File: src/hdl/bpc_pkg.sv
// Package for the button press classifier: phase and event codes,
// register indexes, time width and the configuration struct.
// No dependencies.
`timescale 1ns / 1ps

package bpc_pkg;

   localparam int TIME_BITS   = 32;
   localparam int NOW_BITS    = 32;
   localparam int CSR_BITS    = 16;
   localparam int CSR_IDX_BITS = 2;
   localparam int EVENT_BITS  = 2;

   typedef enum logic [2:0] {
      PH_IDLE   = 3'd0,
      PH_FIRST  = 3'd1,
      PH_GAP    = 3'd2,
      PH_SECOND = 3'd3,
      PH_WAIT   = 3'd4
   } phase_type;

   typedef enum logic [EVENT_BITS-1:0] {
      EV_NONE   = 2'd0,
      EV_SINGLE = 2'd1,
      EV_DOUBLE = 2'd2,
      EV_HOLD   = 2'd3
   } event_type;

   typedef enum logic [CSR_IDX_BITS-1:0] {
      REG_MIN_PRESS = 2'd0,
      REG_HOLD      = 2'd1,
      REG_GAP       = 2'd2
   } reg_index_type;

   localparam logic [CSR_BITS-1:0] MIN_PRESS_RESET = 16'd50;
   localparam logic [CSR_BITS-1:0] HOLD_RESET      = 16'd1000;
   localparam logic [CSR_BITS-1:0] GAP_RESET       = 16'd300;

   typedef struct packed {
      logic [CSR_BITS-1:0] min_press_ms;
      logic [CSR_BITS-1:0] hold_ms;
      logic [CSR_BITS-1:0] gap_ms;
   } cfg_type;

endpackage

File: src/hdl/bpc_csr.sv
// Configuration registers of the button press classifier.
// Depends on bpc_pkg.
`timescale 1ns / 1ps

module bpc_csr
   import bpc_pkg::*;
(
   input  logic                    clock,
   input  logic                    reset,
   input  logic                    csr_write_enable,
   input  logic [CSR_IDX_BITS-1:0] csr_index,
   input  logic [CSR_BITS-1:0]     csr_write_data,
   output cfg_type                 cfg
);

   cfg_type cfg_ff, cfg_in;

   always_comb begin
      cfg_in = cfg_ff;
      if (csr_write_enable) begin
         case (reg_index_type'(csr_index))
            REG_MIN_PRESS: cfg_in.min_press_ms = csr_write_data;
            REG_HOLD:      cfg_in.hold_ms      = csr_write_data;
            REG_GAP:       cfg_in.gap_ms       = csr_write_data;
            default:       cfg_in              = cfg_ff;
         endcase
      end
   end

   always_ff @(posedge clock) begin
      if (reset) begin
         cfg_ff.min_press_ms <= MIN_PRESS_RESET;
         cfg_ff.hold_ms      <= HOLD_RESET;
         cfg_ff.gap_ms       <= GAP_RESET;
      end else begin
         cfg_ff <= cfg_in;
      end
   end

   assign cfg = cfg_ff;

endmodule

File: src/hdl/bpc_fsm.sv
// Press classification state machine: phase and start time registers,
// elapsed time, threshold compares and event decode.
// Depends on bpc_pkg.
`timescale 1ns / 1ps

module bpc_fsm
   import bpc_pkg::*;
(
   input  logic                 clock,
   input  logic                 reset,
   input  logic                 step_en,
   input  logic                 button_level,
   input  logic [NOW_BITS-1:0]  now_ms,
   input  cfg_type              cfg,
   output event_type            event_code
);

   phase_type            phase_ff, phase_in;
   logic [TIME_BITS-1:0] start_ff, start_in;
   logic [TIME_BITS-1:0] now_t;
   logic [TIME_BITS-1:0] elapsed;
   logic                 released;
   logic                 min_met, hold_met, gap_met;
   event_type            ev;

   assign now_t    = TIME_BITS'(now_ms);
   assign elapsed  = now_t - start_ff;
   assign released = button_level;
   assign min_met  = elapsed >= TIME_BITS'(cfg.min_press_ms);
   assign hold_met = elapsed >= TIME_BITS'(cfg.hold_ms);
   assign gap_met  = elapsed >= TIME_BITS'(cfg.gap_ms);

   always_comb begin
      phase_in = phase_ff;
      start_in = start_ff;
      ev       = EV_NONE;
      case (phase_ff)
         PH_IDLE: begin
            if (!released) begin
               phase_in = PH_FIRST;
               start_in = now_t;
            end
         end
         PH_FIRST: begin
            if (released) begin
               if (min_met) begin
                  phase_in = PH_GAP;
                  start_in = now_t;
               end else begin
                  phase_in = PH_IDLE;
               end
            end else if (hold_met) begin
               phase_in = PH_WAIT;
               ev       = EV_HOLD;
            end
         end
         PH_GAP: begin
            if (!released) begin
               phase_in = PH_SECOND;
               start_in = now_t;
            end else if (gap_met) begin
               phase_in = PH_IDLE;
               ev       = EV_SINGLE;
            end
         end
         PH_SECOND: begin
            if (released) begin
               phase_in = PH_WAIT;
               ev       = EV_DOUBLE;
            end else if (hold_met) begin
               phase_in = PH_WAIT;
               ev       = EV_HOLD;
            end
         end
         default: begin
            if (released) begin
               phase_in = PH_IDLE;
            end
         end
      endcase
   end

   always_ff @(posedge clock) begin
      if (reset) begin
         phase_ff <= PH_IDLE;
         start_ff <= '0;
      end else if (step_en) begin
         phase_ff <= phase_in;
         start_ff <= start_in;
      end
   end

   assign event_code = ev;

   a_hold_to_wait: assert property (@(posedge clock) disable iff (reset)
      (step_en && ev == EV_HOLD) |=> phase_ff == PH_WAIT)
      else $error("hold event did not enter wait release");

   a_single_to_idle: assert property (@(posedge clock) disable iff (reset)
      (step_en && ev == EV_SINGLE) |=> phase_ff == PH_IDLE)
      else $error("single event did not return to idle");

   a_double_from_second: assert property (@(posedge clock) disable iff (reset)
      (ev == EV_DOUBLE) |-> phase_ff == PH_SECOND && released)
      else $error("double event outside second press release");

endmodule

File: src/hdl/button_press_classifier.sv
// Button press classifier top level: request register, state machine step,
// result register. Throughput one request per cycle, limited only by
// result-side stall. Synchronous active-high reset: phase idle, start
// time 0, thresholds 50/1000/300 ms, pipeline empty. Depends on bpc_pkg,
// bpc_csr, bpc_fsm.
`timescale 1ns / 1ps

module button_press_classifier
   import bpc_pkg::*;
(
   input  logic                    clock,
   input  logic                    reset,
   input  logic                    req_valid,
   output logic                    req_stall,
   input  logic                    req_button_level,
   input  logic [NOW_BITS-1:0]     req_now_ms,
   output logic                    rsp_valid,
   input  logic                    rsp_stall,
   output logic [EVENT_BITS-1:0]   rsp_event_code,
   input  logic                    csr_write_enable,
   input  logic [CSR_IDX_BITS-1:0] csr_index,
   input  logic [CSR_BITS-1:0]     csr_write_data
);

   cfg_type               cfg;
   logic                  adv;
   logic                  s1_load;
   logic                  s1_valid_ff, s1_valid_in;
   logic                  s1_level_ff;
   logic [NOW_BITS-1:0]   s1_now_ff;
   logic                  rsp_valid_ff, rsp_valid_in;
   event_type             rsp_event_ff;
   event_type             step_event;
   logic                  step_en;

   assign adv       = !rsp_valid_ff || !rsp_stall;
   assign req_stall = s1_valid_ff && !adv;
   assign s1_load   = req_valid && !req_stall;
   assign step_en   = s1_valid_ff && adv;

   assign s1_valid_in  = s1_load ? 1'b1 : (s1_valid_ff && !adv);
   assign rsp_valid_in = adv ? s1_valid_ff : rsp_valid_ff;

   bpc_csr u_csr (
      .clock            (clock),
      .reset            (reset),
      .csr_write_enable (csr_write_enable),
      .csr_index        (csr_index),
      .csr_write_data   (csr_write_data),
      .cfg              (cfg)
   );

   bpc_fsm u_fsm (
      .clock        (clock),
      .reset        (reset),
      .step_en      (step_en),
      .button_level (s1_level_ff),
      .now_ms       (s1_now_ff),
      .cfg          (cfg),
      .event_code   (step_event)
   );

   always_ff @(posedge clock) begin
      if (reset) begin
         s1_valid_ff  <= 1'b0;
         rsp_valid_ff <= 1'b0;
      end else begin
         s1_valid_ff  <= s1_valid_in;
         rsp_valid_ff <= rsp_valid_in;
      end
   end

   always_ff @(posedge clock) begin
      if (s1_load) begin
         s1_level_ff <= req_button_level;
         s1_now_ff   <= req_now_ms;
      end
      if (step_en) begin
         rsp_event_ff <= step_event;
      end
   end

   assign rsp_valid      = rsp_valid_ff;
   assign rsp_event_code = rsp_event_ff;

   a_stage_kept: assert property (@(posedge clock) disable iff (reset)
      (s1_valid_ff && !adv) |=> s1_valid_ff)
      else $error("request dropped while result stalled");

   a_step_fills_rsp: assert property (@(posedge clock) disable iff (reset)
      step_en |=> rsp_valid_ff)
      else $error("state step without result");

   a_rsp_held: assert property (@(posedge clock) disable iff (reset)
      (rsp_valid_ff && rsp_stall) |=> (rsp_valid_ff && $stable(rsp_event_ff)))
      else $error("stalled result changed");

endmodule
File: config.mk
export PLATFORM = sky130hd
export DESIGN_NAME = button_press_classifier
export DESIGN_NICKNAME = d
export VERILOG_FILES = /design/src/hdl/bpc_pkg.sv /design/src/hdl/bpc_csr.sv /design/src/hdl/bpc_fsm.sv /design/src/hdl/button_press_classifier.sv
export SDC_FILE = /design/constraint.sdc
export NUM_CORES = 1
export LEC_CHECK = 0
export ABC_AREA = 1
export BUFFER_PORTS_ARGS = -buffer_cell sky130_fd_sc_hd__buf_2
export CORE_AREA = 2 2 119 144
export DETAILED_ROUTE_END_ITERATION = 7
export DIE_AREA = 0 0 121 146
export GPL_TIMING_DRIVEN = 0
export HOLD_SLACK_MARGIN = 0.02
export PLACE_DENSITY_LB_ADDON = 0.15
export SYNTH_ARGS = -nofsm -noshare
export SYNTH_HDL_FRONTEND = slang
export SYNTH_SLANG_ARGS = --single-unit
File: constraint.sdc
create_clock -name clock -period 8.7 [get_ports clock]
set_clock_uncertainty 0.15 [all_clocks]
set_input_delay 0.87 -clock clock [delete_from_list [all_inputs] [get_ports clock]]
set_output_delay 0.87 -clock clock [all_outputs]
set_load 0.02 [all_outputs]
==> impl_metrics.json <==
{
  "cap_viol_max_count": 0,
  "netlist_area_um2": 8020,
  "layout.nets": 1371,
  "wl_mm": 18.27,
  "hold_path.class": "reg2reg",
  "syn_nets": 1293,
  "diodes": 0,
  "layout_min_cycle_time_ns": 3.893,
  "endpoint_kind": "flop",
  "grt_pass1_vias": 6595,
  "synth_seq_cells": 120,
  "area_delta_synth_final_pct": 13.95,
  "netlist_instances": 1157,
  "nFillCells": 1612,
  "cts_resized": 0,
  "insertion_delay_ns": 0.43,
  "die_height_um": 146,
  "crit_path_start_kind": "flop",
  "worstPathArrival_ns": 4.05,
  "clk_pin_slew_ns": 0.05,
  "placed_cell_area_um2": 8581,
  "rows": 51,
  "drc_errors": 0,
  "status": "finished, final reports clean",
  "cts_sinks": 120,
  "clk_path_buf_depth": 2,
  "yosysTopAreaCell": "dfxtp_1",
  "start_util": 0.4968,
  "r2r_slack_ns": 4.81,
  "wl_met2_mm": 8.793,
  "finalCritPeriodShare": 0.4475,
  "drt_iter0_markers": 336,
  "tritoncts": "done",
  "numPortBuffers": 59,
  "gp_congestion": 0.8781,
  "grt_max_degree": 34,
  "syn_area_per_cell_um2": 6.932,
  "hpwl_mm": 14.43,
  "max_slew_margin": 0.1593,
  "ys_types": 38,
  "hold_buffers": 0,
  "crit_type": "reg2reg",
  "numCtsBuffers": 17,
  "peakVddDrop_mv": 0.1345,
  "viasPerCell": 4.841,
  "grt_pass1_wl_mm": 30.33,
  "antenna_found_initial": 0,
  "fin_area_um2": 9139,
  "ctsRootBufferMaster": "clkbuf_16",
  "met3WireLength_um": 639,
  "power_mw": 1.750,
  "wl_per_cell_um": 12.53,
  "wl_met1_mm": 8.372,
  "final_cell_mix": "nand2_1, inv_1, nor2_1, dfxtp_1, ha_1",
  "cp-startpoint": "s1_now_ff[9]$_DFFE_PP_",
  "highest_layer": "met4",
  "worst_slew_pin_slew_ns": 1.260,
  "synth-seq-area-share": 0.3432,
  "htreeDepth": 4,
  "p_leak_nw": 4.635,
  "fmax_ghz": 0.2569,
  "path_max_fanout": 10,
  "core_region_area_um2": 16140,
  "rr_startpoint": "s1_now_ff[9]$_DFFE_PP_",
  "finalHoldViolations": 0,
  "drive_above_1_share": 0.1260,
  "layout_commonest_cell": "nand2_1",
  "rsz0062_at_grt": "false",
  "die_area_um2": 17670,
  "synth_warnings": 0,
  "gr-total-overflow": 0,
  "io_pins": 60,
  "num_vias": 7058,
  "synthTopCellsByArea": "dfxtp_1, nand2_1, edfxtp_1",
  "drtAntennaViolNets": 0,
  "post-cts-setup-buffers": 0,
  "fp.dieW_um": 121,
  "fin_setup_tns_ns": 0,
  "required_ns": 8.86,
  "maxSlewViolCount": 0,
  "setup_viol_count_final": 0,
  "power_density_nw_per_um2": 191.5,
  "synth_top_area_frac": 0.2122,
  "crit_end": "u_fsm.start_ff[12]$_SDFFE_PP0P_",
  "r2r_cells": 20,
  "grt_usage": 0.2146,
  "dr.pass1.iters": 5,
  "reg2reg_to": "u_fsm.start_ff[12]$_SDFFE_PP0P_"
}
synthesized netlist by cell type (all sizes together):
cell    number
nor3        13
o31ai        2
inv        234
fa           1
o21ai       73
a211oi       3
nor4         1
a21oi       73
nand3b       2
and2         2
nor2       127
nand4        9
or2          1
nand3       33
ha          79
a21boi       1
edfxtp      35
o211ai      13
xnor2        3
and3         1
dfxtp       85
a21o         1
nand2      329
clkbuf      15
buf          6
o21a         2
clkinv       1
xor2        12
stage by stage:
step	worst slack, ns	hold slack [ns]	std cells	util
floorplan	5.602	0.2853	1157	-
detailed placement	4.822	0.3030	1428	0.5315
CTS	4.767	0.3122	1458	0.5661
global route	4.493	0.3335	1458	0.5661
global placement	4.840	0.2992	1428	0.5315
finish	4.807	0.3099	1458	0.5661
critical path: stages, from the launching register on:
cell and delay (ns):
edfxtp_1 0.41, ha_1 0.45, nand2_2 0.12, nor2_2 0.16, nand3_1 0.09, nand3_1 0.16
xor2_1 0.45, ha_1 0.33, inv_1 0.07, nor3_1 0.05, a211oi_1 0.21, nand2_1 0.12
a21oi_1 0.18, nand3_2 0.09, nand2_2 0.08, nand2_2 0.06, nand2_4 0.18, inv_4 0.11
buf_6 0.17, nor2_2 0.09, nor2_1 0.05
flip-flops by register name, indices dropped and copies added, names as in the netlist:
register        cells
rsp_valid           1
rsp_event_code      2
s1_now_ff          32
u_fsm.phase_ff      3
u_csr.cfg          48
u_fsm.start_ff     32
s1_level_ff         1
s1_valid_ff         1
report_power, final:
part | switching (mW) | internal [mW]
combinational | 0.291 | 0.169
clock | 0.242 | 0.422
sequential | 0.0154 | 0.610
worst min-delay path by stage:
| stage | from | end | cells past startpoint |
|---|---|---|---|
| floorplan | u_csr.cfg[10]$_SDFFE_PP0P_ | u_csr.cfg[10]$_SDFFE_PP0P_ | 2 |
| global placement | u_csr.cfg[40]$_SDFFE_PP0P_ | u_csr.cfg[40]$_SDFFE_PP0P_ | 2 |
| detailed placement | u_csr.cfg[41]$_SDFFE_PP0P_ | u_csr.cfg[41]$_SDFFE_PP0P_ | 2 |
| CTS | u_csr.cfg[18]$_SDFFE_PP0P_ | u_csr.cfg[18]$_SDFFE_PP0P_ | 2 |
| global route | u_csr.cfg[12]$_SDFFE_PP0P_ | u_csr.cfg[12]$_SDFFE_PP0P_ | 2 |
| finish | u_csr.cfg[1]$_SDFFE_PP0P_ | u_csr.cfg[1]$_SDFFE_PP0P_ | 2 |
routing by layer:
metal	vias to the layer above	track usage
met4	0	0.09244
met1	3127	0.2584
met2	117	0.3722
met3	26	0.03644
met5	-	0
li1	3788	-
logic make-up after synthesis:
| group | count (synthesis) | synth area share |
|---|---|---|
| AO/OA/AOI/OAI | 168 | 0.1122 |
| XOR/XNOR | 15 | 0.01638 |
| adder cells (fa/ha/maj) | 80 | 0.1257 |
| buffers and inverters | 256 | 0.1257 |
| flip-flops | 120 | 0.3432 |
| AND/OR/NAND/NOR | 518 | 0.2768 |
layout make-up:
cell class,count,area (um2),area share
clock inverter,2,10.01,0.001095
timing repair buffer,59,295.3,0.03231
buffer,21,123.9,0.01355
clock buffer,28,548.0,0.05997
sequential,120,2753,0.3012
multi-input combinational,781,4259,0.4660
tap,212,265.3,0.02903
inverter,235,884.6,0.09680
(Power assumes the default switching activity.)
